<file path="src/rtl/core/cubic_bezier_evaluator_core_macros.svh">
// Assertion macros shared by the cubic Bezier evaluator RTL.
// Depends on nothing; included by modules that carry concurrent checks.
`ifndef CUBIC_BEZIER_EVALUATOR_CORE_MACROS_SVH
`define CUBIC_BEZIER_EVALUATOR_CORE_MACROS_SVH

// Same-cycle implication, disabled during reset.
`define CBE_ASSERT_IMPLY(name, clk, rst, ante, cons, msg) \
  name: assert property (@(posedge clk) disable iff (rst) (ante) |-> (cons)) \
    else $error(msg);

// Next-cycle implication, disabled during reset.
`define CBE_ASSERT_NEXT(name, clk, rst, ante, cons, msg) \
  name: assert property (@(posedge clk) disable iff (rst) (ante) |=> (cons)) \
    else $error(msg);

`endif

</file>
<file path="src/rtl/core/cbe_pkg.sv">
// Shared types, widths and register codes for the cubic Bezier evaluator.
// No dependencies; used by every module of the core.
package cbe_pkg;

  localparam int COORD_W = 16;
  localparam int T_FRAC  = 16;
  localparam int T_W     = 17;
  localparam logic [T_W-1:0] T_ONE = T_W'(1) << T_FRAC;

  // Power-basis coefficient widths
  localparam int A_W = 19;
  localparam int B_W = 20;
  localparam int C_W = 19;

  localparam int T2_W = 2 * T_W - 1;
  localparam int T3_W = 3 * T_W - 2;
  localparam int LO_W = 24;

  localparam int AT_W   = A_W + T_W;
  localparam int BT_W   = B_W + T_W;
  localparam int CT_W   = C_W + T_W;
  localparam int AT2_W  = A_W + T2_W;
  localparam int BT2_W  = B_W + T2_W;
  localparam int AT3L_W = A_W + LO_W + 1;
  localparam int AT3H_W = A_W + T3_W - LO_W + 1;
  localparam int ACC6_W = AT_W + 4;
  localparam int VS_W   = 56;
  localparam int PS_W   = 64;

  localparam int POS_W = 32;
  localparam int VEL_W = 35;
  localparam int ACC_W = 37;

  localparam int S_TDATA_W = 24;
  localparam int M_TDATA_W = 2 * (POS_W + VEL_W + ACC_W);

  localparam int NUM_REGS  = 8;
  localparam int REG_IDX_W = 3;
  localparam int ADDR_W    = 5;
  localparam int DATA_W    = 32;

  localparam logic [REG_IDX_W-1:0] REG_START_X  = 3'd0;
  localparam logic [REG_IDX_W-1:0] REG_START_Y  = 3'd1;
  localparam logic [REG_IDX_W-1:0] REG_FIRST_X  = 3'd2;
  localparam logic [REG_IDX_W-1:0] REG_FIRST_Y  = 3'd3;
  localparam logic [REG_IDX_W-1:0] REG_SECOND_X = 3'd4;
  localparam logic [REG_IDX_W-1:0] REG_SECOND_Y = 3'd5;
  localparam logic [REG_IDX_W-1:0] REG_END_X    = 3'd6;
  localparam logic [REG_IDX_W-1:0] REG_END_Y    = 3'd7;

  // Pipeline stages
  localparam int NSTG    = 5;
  localparam int ST_IN   = 0;
  localparam int ST_LIN  = 1;
  localparam int ST_SQ   = 2;
  localparam int ST_CUBE = 3;
  localparam int ST_OUT  = 4;

  typedef logic signed [COORD_W-1:0] coord_t;
  typedef logic signed [A_W-1:0]     a_t;
  typedef logic signed [B_W-1:0]     b_t;
  typedef logic signed [C_W-1:0]     c_t;
  typedef logic signed [ACC6_W-1:0]  acc6_t;
  typedef logic signed [VS_W-1:0]    vsum_t;
  typedef logic signed [PS_W-1:0]    psum_t;
  typedef logic signed [POS_W-1:0]   pos_t;
  typedef logic signed [VEL_W-1:0]   vel_t;
  typedef logic signed [ACC_W-1:0]   acc_t;

  // B(t) = a t^3 + b t^2 + c t + d per axis
  typedef struct packed {
    logic signed [A_W-1:0]     a;
    logic signed [B_W-1:0]     b;
    logic signed [C_W-1:0]     c;
    logic signed [COORD_W-1:0] d;
  } coef_t;

  typedef struct packed {
    logic [NSTG-1:0] adv;
  } pipe_ctl_t;

  function automatic coef_t make_coef(coord_t p0, coord_t p1, coord_t p2, coord_t p3);
    coef_t cf;
    a_t    d12;
    b_t    m;
    c_t    e;
    d12  = a_t'(p1) - a_t'(p2);
    cf.a = a_t'(p3) - a_t'(p0) + (d12 <<< 1) + d12;
    m    = b_t'(p0) - (b_t'(p1) <<< 1) + b_t'(p2);
    cf.b = (m <<< 1) + m;
    e    = c_t'(p1) - c_t'(p0);
    cf.c = (e <<< 1) + e;
    cf.d = p0;
    return cf;
  endfunction

endpackage

</file>
<file path="src/rtl/core/cbe_tpow.sv">
// Clamps t, then forms t^2 and t^3 with one multiply each, shared by both axes.
// Depends on cbe_pkg.
module cbe_tpow (
  input  logic                      clk,
  input  cbe_pkg::pipe_ctl_t        ctl,
  input  logic [cbe_pkg::T_W-1:0]   param_t,
  output logic [cbe_pkg::T_W-1:0]   t1,
  output logic [cbe_pkg::T2_W-1:0]  t2,
  output logic [cbe_pkg::T3_W-1:0]  t3
);

  logic [cbe_pkg::T_W-1:0] t1d;

  always_ff @(posedge clk) begin
    if (ctl.adv[cbe_pkg::ST_IN]) begin
      // clamp anything above one to one
      t1 <= (param_t > cbe_pkg::T_ONE) ? cbe_pkg::T_ONE : param_t;
    end
    if (ctl.adv[cbe_pkg::ST_LIN]) begin
      t2  <= t1 * t1;
      t1d <= t1;
    end
    if (ctl.adv[cbe_pkg::ST_SQ]) begin
      t3 <= t2 * t1d;
    end
  end

endmodule

</file>
<file path="config.mk">
export PLATFORM = sky130hd
export DESIGN_NAME = cbe_tpow
export DESIGN_NICKNAME = d
export VERILOG_FILES = /design/src/rtl/core/cubic_bezier_evaluator_core_macros.svh /design/src/rtl/core/cbe_pkg.sv /design/src/rtl/core/cbe_tpow.sv
export SDC_FILE = /design/constraint.sdc
export NUM_CORES = 2
export LEC_CHECK = 0
export BUFFER_PORTS_ARGS = -buffer_cell sky130_fd_sc_hd__buf_2
export CORE_UTILIZATION = 50
export CTS_CLUSTER_SIZE = 40
export DETAILED_ROUTE_END_ITERATION = 10
export PLACE_DENSITY_LB_ADDON = 0.05
export SETUP_SLACK_MARGIN = 0.5
export SLEW_MARGIN = 5
export SYNTH_ARGS = -nofsm -noshare
export SYNTH_HDL_FRONTEND = slang
export SYNTH_SLANG_ARGS = --single-unit
</file>
<file path="constraint.sdc">
create_clock -name clk -period 14.02 [get_ports clk]
set_clock_uncertainty 0.15 [all_clocks]
set_input_delay 1.402 -clock clk [delete_from_list [all_inputs] [get_ports clk]]
set_output_delay 1.402 -clock clk [all_outputs]
set_load 0.05 [all_outputs]
</file>
==> flow_summary.json <==
{
  "critPathCaptureType": "register",
  "r2r-end": "t3[48]",
  "antenna_cells": 0,
  "crit_fanout": 18,
  "postPlaceCellArea_um2": 30570,
  "worstHoldPathType": "reg2reg",
  "synth_area_per_cell_um2": 9.334,
  "track_usage_pct": 26.93,
  "grt-ovfl-total": 0,
  "syn_inst": 3134,
  "crit_buf_inv": 3,
  "outcome": "finished, final reports clean",
  "synth.distinct_cells": 61,
  "dp_hpwl_um": 56070,
  "seq_area_frac_synth_pct": 11.70,
  "slew-limit-headroom_pct": 26.46,
  "rsz0062_at_grt": "false",
  "cts_buffers": 17,
  "crit_family": "adder cells",
  "clock_latency_ps": 480,
  "post_cts_buffers": 0,
  "synth-main-ff-cell": "edfxtp_1",
  "crit_path_top_delay_cell": "edfxtp_1",
  "worstSetupStartpoint": "t2[19]",
  "drt_pass1_iterations": 8,
  "synth_edf_count": 114,
  "synth_top_area_cell": "fa_1",
  "stdcell_count": 3962,
  "cts.path.max_buffers": 2,
  "synth_compound_area_share_pct": 4.940,
  "htree_num_levels": 4,
  "path_cells": "nand2_1 > fa_1 > fa_1 > fa_1 > inv_1 > fa_1 > fa_1 > inv_1 > fa_1 > inv_1 > ha_1 > a21oi_1 > o21a_1 > nor2_1 > nor3_1 > o21ai_1 > a21oi_2 > o21ai_1 > o41ai_2 > xnor2_1",
  "dp_cells": 3930,
  "clock-root-buffer": "clkbuf_16",
  "slowest_delay_ps": 1070,
  "ioPinCount": 122,
  "synthAdderAreaFrac_pct": 54.06,
  "fin_crit_ps": 7528,
  "fmaxAchievable_mhz": 132.8,
  "cts_resized": 0,
  "syn_area_um2": 29250,
  "ys_ff_latch": 114,
  "nets": 4082,
  "grt_max_degree": 50,
  "path_clk_slew_ps": 60,
  "yosysMostFrequentCell": "inv_1",
  "netlist.area_leader.share_pct": 44.35,
  "port_buffers": 118,
  "synthArstFlopShare_pct": 0,
  "critPathRequiredTime_ps": 14090,
  "reg2reg_setup_slack_ps": 6490,
  "drv_cap": 0,
  "drc_errors": 0,
  "cp.depth": 20,
  "synth_xor_area_share_pct": 2.545,
  "finalCritPeriodShare_pct": 53.69,
  "reg2regPathDepth": 20,
  "drive_gt1_share_pct": 6.193,
  "setup_viol": 0,
  "fin_tns_setup_ps": 0,
  "yosysWarnings": 0,
  "synth_top_family_by_area": "adder cells",
  "area_growth_pct": 6.647,
  "vias": 20810,
  "start_util_pct": 50.70,
  "synth_common_cells": "inv_1, fa_1, nand2_1",
  "critPathLaunchType": "register",
  "hold_violations": 0,
  "avgViaCountPerCell": 5.252,
  "drt-initial-drc-count": 1183,
  "finalWirelength_um": 74730,
  "grt_pass1_vias": 23050,
  "antenna_found_initial": 0,
  "path_common_cell": "fa_1",
  "ctsHoldBuffers": 0,
  "clock_sinks": 114,
  "core_um2": 57700,
  "finalInstanceArea_um2": 31200,
  "final_max_slew_viol_count": 0,
  "netlist_top_cells_area": "fa_1, edfxtp_1, inv_1",
  "rows": 88,
  "cp_data_arrival_time_ps": 7600,
  "die-area_um2": 59480,
  "synth-simple-area-share_pct": 14.41,
  "detail-route-antenna-nets": 0,
  "utilization_pct": 54.07,
  "synthMuxAreaShare_pct": 0.03850,
  "tightest_slew_ps": 1103,
  "grt_pass1_wl_um": 123400,
  "place_congestion": 0.8724,
  "die_w_um": 243.9,
  "die_h_um": 243.9,
  "crit-reg2reg-launch": "t2[19]",
  "routedWlPerCell_um": 18.86,
  "crit_end": "t3[48]",
  "cts_tree": "built",
  "critical_path_class": "reg2reg"
}
## layout make-up
type | instances | area, um2
Sequential cell | 114 | 3423
Multi-Input combinational cell | 2073 | 22270
Tap cell | 765 | 957.2
Fill cell | 5385 | 26500
Inverter | 833 | 3127
Timing Repair Buffer | 145 | 793.3
Clock inverter | 15 | 205.2
Clock buffer | 17 | 425.4
## metal layers
metal	up-vias	track usage, %	wire, um	share of wire [%]
met4	0	7.151	1522	2.0
li1	9291	-	-	-
met3	96	4.560	4706	6.3
met2	629	44.77	36050	48
met5	-	0	0	0
met1	10790	36.47	32440	43
## kinds of logic after synthesis
group,count (synthesis)
adder cells (fa/ha/maj),875
buffers and inverters,955
other,2
flip-flops,114
XOR/XNOR,85
AO/OA/AOI/OAI,221
AND/OR/NAND/NOR,881
multiplexers,1
## cells in the final DEF, fill, tap and decap left out, types with 6 or more instances in the layout
| cell | netlist | final |
|---|---|---|
| nor3_1 | 11 | 11 |
| a31oi_1 | 8 | 8 |
| a21o_1 | 39 | 39 |
| nor2b_1 | 30 | 30 |
| ha_1 | 227 | 227 |
| o21a_1 | 7 | 7 |
| a21oi_1 | 77 | 77 |
| inv_1 | 833 | 833 |
| nand4_1 | 16 | 16 |
| nand3_1 | 9 | 9 |
| clkbuf_16 | 0 | 17 |
| conb_1 | 2 | 10 |
| nand2_1 | 454 | 454 |
| buf_2 | 1 | 118 |
| a21oi_2 | 6 | 6 |
| and2_1 | 266 | 266 |
| nor2_1 | 61 | 61 |
| o21ai_0 | 32 | 32 |
| o21bai_1 | 9 | 9 |
| xor2_1 | 24 | 24 |
| nand2b_1 | 6 | 6 |
| fa_1 | 648 | 648 |
| buf_4 | 2 | 27 |
| edfxtp_1 | 114 | 114 |
| xnor2_1 | 61 | 61 |
## per-stage QoR
step	setup WS, ps	hold slack [ps]
floorplan	7243	320.8
global placement	6546	380.2
detailed placement	6479	386.9
CTS	6473	408.4
global route	6204	426.2
finish	6492	406.4
## worst min path at each step
stage / endpoint / cells past startpoint / from
3_3_place_gp: t3[1] / 1 / t1d[1]
5_1_grt: t3[1] / 1 / t1d[1]
6_report: t3[1] / 1 / t1d[1]
4_1_cts: t3[1] / 1 / t1d[1]
2_1_floorplan: t3[0] / 0 / t2[0]
3_5_place_dp: t3[1] / 1 / t1d[1]
## flip-flops by register name (all words and copies together) (netlist names)
signal  cells
t2         32
t1         17
t1d        16
t3         49
Power is not shown: default switching activity piles up to over one toggle a cycle in this logic, so the estimate is an artifact.
