[src/rtl/core/cubic_bezier_evaluator_core_macros.svh]
// Assertion macros shared by the cubic Bezier evaluator RTL.
// Depends on nothing; included by modules that carry concurrent checks.
`ifndef CUBIC_BEZIER_EVALUATOR_CORE_MACROS_SVH
`define CUBIC_BEZIER_EVALUATOR_CORE_MACROS_SVH

// Same-cycle implication, disabled during reset.
`define CBE_ASSERT_IMPLY(name, clk, rst, ante, cons, msg) \
  name: assert property (@(posedge clk) disable iff (rst) (ante) |-> (cons)) \
    else $error(msg);

// Next-cycle implication, disabled during reset.
`define CBE_ASSERT_NEXT(name, clk, rst, ante, cons, msg) \
  name: assert property (@(posedge clk) disable iff (rst) (ante) |=> (cons)) \
    else $error(msg);

`endif

[src/rtl/core/cbe_pkg.sv]
// Shared types, widths and register codes for the cubic Bezier evaluator.
// No dependencies; used by every module of the core.
package cbe_pkg;

  localparam int COORD_W = 16;
  localparam int T_FRAC  = 16;
  localparam int T_W     = 17;
  localparam logic [T_W-1:0] T_ONE = T_W'(1) << T_FRAC;

  // Power-basis coefficient widths
  localparam int A_W = 19;
  localparam int B_W = 20;
  localparam int C_W = 19;

  localparam int T2_W = 2 * T_W - 1;
  localparam int T3_W = 3 * T_W - 2;
  localparam int LO_W = 24;

  localparam int AT_W   = A_W + T_W;
  localparam int BT_W   = B_W + T_W;
  localparam int CT_W   = C_W + T_W;
  localparam int AT2_W  = A_W + T2_W;
  localparam int BT2_W  = B_W + T2_W;
  localparam int AT3L_W = A_W + LO_W + 1;
  localparam int AT3H_W = A_W + T3_W - LO_W + 1;
  localparam int ACC6_W = AT_W + 4;
  localparam int VS_W   = 56;
  localparam int PS_W   = 64;

  localparam int POS_W = 32;
  localparam int VEL_W = 35;
  localparam int ACC_W = 37;

  localparam int S_TDATA_W = 24;
  localparam int M_TDATA_W = 2 * (POS_W + VEL_W + ACC_W);

  localparam int NUM_REGS  = 8;
  localparam int REG_IDX_W = 3;
  localparam int ADDR_W    = 5;
  localparam int DATA_W    = 32;

  localparam logic [REG_IDX_W-1:0] REG_START_X  = 3'd0;
  localparam logic [REG_IDX_W-1:0] REG_START_Y  = 3'd1;
  localparam logic [REG_IDX_W-1:0] REG_FIRST_X  = 3'd2;
  localparam logic [REG_IDX_W-1:0] REG_FIRST_Y  = 3'd3;
  localparam logic [REG_IDX_W-1:0] REG_SECOND_X = 3'd4;
  localparam logic [REG_IDX_W-1:0] REG_SECOND_Y = 3'd5;
  localparam logic [REG_IDX_W-1:0] REG_END_X    = 3'd6;
  localparam logic [REG_IDX_W-1:0] REG_END_Y    = 3'd7;

  // Pipeline stages
  localparam int NSTG    = 5;
  localparam int ST_IN   = 0;
  localparam int ST_LIN  = 1;
  localparam int ST_SQ   = 2;
  localparam int ST_CUBE = 3;
  localparam int ST_OUT  = 4;

  typedef logic signed [COORD_W-1:0] coord_t;
  typedef logic signed [A_W-1:0]     a_t;
  typedef logic signed [B_W-1:0]     b_t;
  typedef logic signed [C_W-1:0]     c_t;
  typedef logic signed [ACC6_W-1:0]  acc6_t;
  typedef logic signed [VS_W-1:0]    vsum_t;
  typedef logic signed [PS_W-1:0]    psum_t;
  typedef logic signed [POS_W-1:0]   pos_t;
  typedef logic signed [VEL_W-1:0]   vel_t;
  typedef logic signed [ACC_W-1:0]   acc_t;

  // B(t) = a t^3 + b t^2 + c t + d per axis
  typedef struct packed {
    logic signed [A_W-1:0]     a;
    logic signed [B_W-1:0]     b;
    logic signed [C_W-1:0]     c;
    logic signed [COORD_W-1:0] d;
  } coef_t;

  typedef struct packed {
    logic [NSTG-1:0] adv;
  } pipe_ctl_t;

  function automatic coef_t make_coef(coord_t p0, coord_t p1, coord_t p2, coord_t p3);
    coef_t cf;
    a_t    d12;
    b_t    m;
    c_t    e;
    d12  = a_t'(p1) - a_t'(p2);
    cf.a = a_t'(p3) - a_t'(p0) + (d12 <<< 1) + d12;
    m    = b_t'(p0) - (b_t'(p1) <<< 1) + b_t'(p2);
    cf.b = (m <<< 1) + m;
    e    = c_t'(p1) - c_t'(p0);
    cf.c = (e <<< 1) + e;
    cf.d = p0;
    return cf;
  endfunction

endpackage

[src/rtl/core/cbe_pipe_ctrl.sv]
// Valid bits and per-stage advance for the evaluator pipeline.
// Depends on cbe_pkg and the shared assertion macros.
`include "cubic_bezier_evaluator_core_macros.svh"

module cbe_pipe_ctrl (
  input  logic               clk,
  input  logic               rst,
  input  logic               s_tvalid,
  output logic               s_tready,
  output logic               m_tvalid,
  input  logic               m_tready,
  output cbe_pkg::pipe_ctl_t ctl
);

  logic [cbe_pkg::NSTG-1:0] valid;
  logic [cbe_pkg::NSTG-1:0] prev;
  logic [cbe_pkg::NSTG-1:0] adv;

  // A stage moves when it is empty or the one after it moves.
  always_comb begin
    adv[cbe_pkg::NSTG-1] = !valid[cbe_pkg::NSTG-1] || m_tready;
    for (int k = cbe_pkg::NSTG - 2; k >= 0; k--) begin
      adv[k] = !valid[k] || adv[k+1];
    end
  end

  assign prev     = {valid[cbe_pkg::NSTG-2:0], s_tvalid};
  assign s_tready = adv[cbe_pkg::ST_IN];
  assign m_tvalid = valid[cbe_pkg::NSTG-1];
  assign ctl.adv  = adv;

  always_ff @(posedge clk) begin
    if (rst) begin
      valid <= '0;
    end else begin
      for (int k = 0; k < cbe_pkg::NSTG; k++) begin
        if (adv[k]) begin
          valid[k] <= prev[k];
        end
      end
    end
  end

  `CBE_ASSERT_NEXT(a_accept_fills, clk, rst, s_tvalid && adv[cbe_pkg::ST_IN], valid[cbe_pkg::ST_IN], "accepted word missing from first stage")
  `CBE_ASSERT_IMPLY(a_full_stall, clk, rst, (&valid) && !m_tready, !s_tready, "word taken while pipeline full and stalled")
  `CBE_ASSERT_NEXT(a_hold_mid, clk, rst, valid[cbe_pkg::ST_SQ] && !adv[cbe_pkg::ST_SQ], valid[cbe_pkg::ST_SQ], "stalled stage lost its word")
  `CBE_ASSERT_NEXT(a_drain, clk, rst, valid[cbe_pkg::ST_CUBE] && adv[cbe_pkg::ST_OUT], m_tvalid, "word dropped before output stage")

endmodule

[config.mk]
export PLATFORM = sky130hd
export DESIGN_NAME = cbe_pipe_ctrl
export DESIGN_NICKNAME = d
export VERILOG_FILES = /design/src/rtl/core/cbe_pkg.sv /design/src/rtl/core/cbe_pipe_ctrl.sv
export VERILOG_INCLUDE_DIRS = /design/src /design/src/rtl/core
export SDC_FILE = /design/constraint.sdc
export NUM_CORES = 1
export LEC_CHECK = 0
export BUFFER_PORTS_ARGS = -buffer_cell sky130_fd_sc_hd__buf_2
export CORE_AREA = 8 8 45 47
export DETAILED_ROUTE_END_ITERATION = 6
export DIE_AREA = 0 0 53 55
export HOLD_SLACK_MARGIN = 0.1
export SKIP_LAST_GASP = 1
export SYNTH_ARGS = -nofsm -noshare
export SYNTH_HDL_FRONTEND = slang
export SYNTH_SLANG_ARGS = --single-unit
export TNS_END_PERCENT = 20
[constraint.sdc]
create_clock -name clk -period 1.5 [get_ports clk]
set_clock_uncertainty 0.1 [all_clocks]
set_input_delay 0.15 -clock clk [delete_from_list [all_inputs] [get_ports clk]]
set_output_delay 0.15 -clock clk [all_outputs]
set_load 0.02 [all_outputs]
==> summary.md <==
| Metric | Value |
|---|---|
| # clock sinks | 5 |
| Layout cells sized above 1 | 44.7% |
| Synth Instances | 23 |
| Final setup fails | 0 |
| Antenna Violating Nets Remaining | 0 |
| Hold Path Class | in2reg |
| Ant diodes | 0 |
| WP data arrival | 1.13 ns |
| P&R area growth vs syn | 49.7% |
| Seq/Total Area, Yosys | 45.7% |
| Tot GR Track Use | 4.54% |
| Largest net degree at the start of global routing | 8 |
| Detailed Route Iter0 Violations | 3 |
| Kind of critical path | reg2out |
| First-pass GRT wire length | 834 um |
| Worst reg2reg path depth | 3 |
| Reg area | 100 um^2 |
| Slew @ Worst Pin | 0.155 ns |
| Core ar. | 1380 um^2 |
| Relative slew slack | 89.7% |
| Clk_lat worst skew | 0.24 ns |
| PD cells | 965 nW/um^2 |
| Fillers | 166 |
| Worst EP required | 1.25 ns |
| Netlist area before placement | 219 um^2 |
| FP Rows | 14 |
| CTS H-tree lvls | 1 |
| Multi-input logic area | 92.6 um^2 |
| Num CTS Buffers | 3 |
| Initial Utilization | 15.8% |
| Crit-path max FO | 4 |
| Crit start category | register |
| Initial antenna violation count | 0 |
| Largest register by flop count | valid |
| Reg2reg start | valid[4]$_SDFFE_PP0P_ |
| Detailed placement HPWL | 412 um |
| Drt wl/cell | 9.83 um |
| Port Buffers | 10 |
| CP endpoint kind | output pin |
| Drt drc | 0 |
| Largest register FFs | 5 |
| Critical Path Start | valid[4]$_SDFFE_PP0P_ |
| Commonest non-fill, non-tap cell in the layout | buf_2 |
| Biggest regs | valid: 5 flops |
| Die ar. | 2920 um^2 |
| Routed WL | 531 um |
| Max clock buf depth | 2 |
| Hold buffers post-CTS | 2 |
| Power after layout | 0.000316 W |
| Worst Setup Slack, final | 0.122 ns |
| Fin. Hold Viols | 0 |
| IO Pins | 11 |
| Drt pass-1 iters | 2 |
| GP Congestion | 0.612 |
| Syn avg cell area | 9.52 um^2 |
| Postcts setup bufs | 0 |
| CTS tree | built |
| Die X | 53 um |
| Vias | 206 |
| Final setup TNS | 0 ns |
| Max-cap check violation count | 0 |
| Layout net count | 43 |
| Final Critical Period | 1.38 ns |
| Post-Place Setup Slack | 0.372 ns |
| Worst R2R End | valid[1]$_SDFFE_PP0P_ |
| Final period util | 91.9% |
| Area post-placement | 282 um^2 |
| Outcome | finished, final reports clean |
| Final Slew Violations | 0 |
| Commonest cells after routing, fill and taps aside | buf_2 (10), dfxtp_1 (5), inv_1 (4), a21oi_1 (3), clkbuf_4 (3) |
| YS warnings | 0 |
| Total gr overflow | 0 |
| Post-cts sizing count | 0 |
| Vias in the first global route | 220 |
| RSZ-0062 raised after global routing | no |
| Design area | 328 um^2 |
| Die Y | 55 um |
| Post-synth net total | 27 |
| Root buffer cell | clkbuf_4 |
| Fmax | 725 MHz |
| Post-synthesis cell type count | 13 |
| Max VDD drop | 0.376 mV |
| Leakage power | 0.124 nW |
| Clock transition at path regs | 0.04 ns |
| Reg-to-reg setup timing slack | 0.47 ns |
| Critical Path End | s_tready |
| Yosys reg bits | 5 |
| Vias per std cell | 3.81 |
## power by group
part            total, W  internal, W  switching, W
clock           0.000155     0.000101     0.0000545
combinational  0.0000206    0.0000113    0.00000934
sequential      0.000141     0.000138    0.00000298
## how the worst min path moves through the flow
stage | startpoint | end | cells past startpoint
3_3_place_gp | rst | valid[4]$_SDFFE_PP0P_ | 2
3_5_place_dp | s_tvalid | valid[0]$_SDFFE_PP0P_ | 3
4_1_cts | m_tready | valid[4]$_SDFFE_PP0P_ | 3
6_report | m_tready | valid[4]$_SDFFE_PP0P_ | 3
5_1_grt | m_tready | valid[4]$_SDFFE_PP0P_ | 3
2_1_floorplan | rst | valid[2]$_SDFFE_PP0P_ | 1
## per-layer routing
metal,GRT usage (%),part of all wire (%),up-vias
met1,3.50,38,91
met2,6.05,44,9
met3,5.35,18,0
met5,0,0,-
met4,3.88,0,0
li1,-,-,106
## worst max-delay path, cell delays in order (launching register included)
cell	delay [ns]
dfxtp_1	0.35
and4b_2	0.28
nand3_1	0.10
buf_2	0.17
## cells by family (layout without fill, tap and decap cells)
family / count (synthesis) / count (layout) / synth area share, %
compound gates: 5 / 5 / 19.4
buf+inv: 6 / 21 / 12.0
flops: 5 / 5 / 45.7
simple gates: 7 / 7 / 22.9
## layout make-up
cell class / count / area share (%)
clock buffer: 4 / 8.02
inverter: 5 / 5.73
multi-input combinational: 12 / 28.2
sequential: 5 / 30.5
tap: 16 / 6.11
timing repair buffer: 12 / 21.4
## Yosys cell counts
cell type / count / area share (%)
o22ai_1: 1 / 2.9
or2b_2: 1 / 4.0
o31ai_4: 1 / 9.7
nand3_1: 1 / 2.3
dfxtp_1: 5 / 46
inv_1: 4 / 6.9
buf_4: 1 / 3.4
nand3b_1: 2 / 6.9
nand2_1: 1 / 1.7
and4b_2: 1 / 5.1
inv_2: 1 / 1.7
a21oi_1: 3 / 6.9
nand2b_1: 1 / 2.9
## stage by stage
step                      hold WS, ns  util [%]  cells
final                           0.114      23.7     54
after global placement          0.320      20.3     48
after CTS                       0.105      23.7     54
after detailed placement        0.332      20.3     48
after floorplan                 0.119         -     23
after global routing            0.135      23.7     54
No activity file was read; power rests on OpenSTA's default activity.
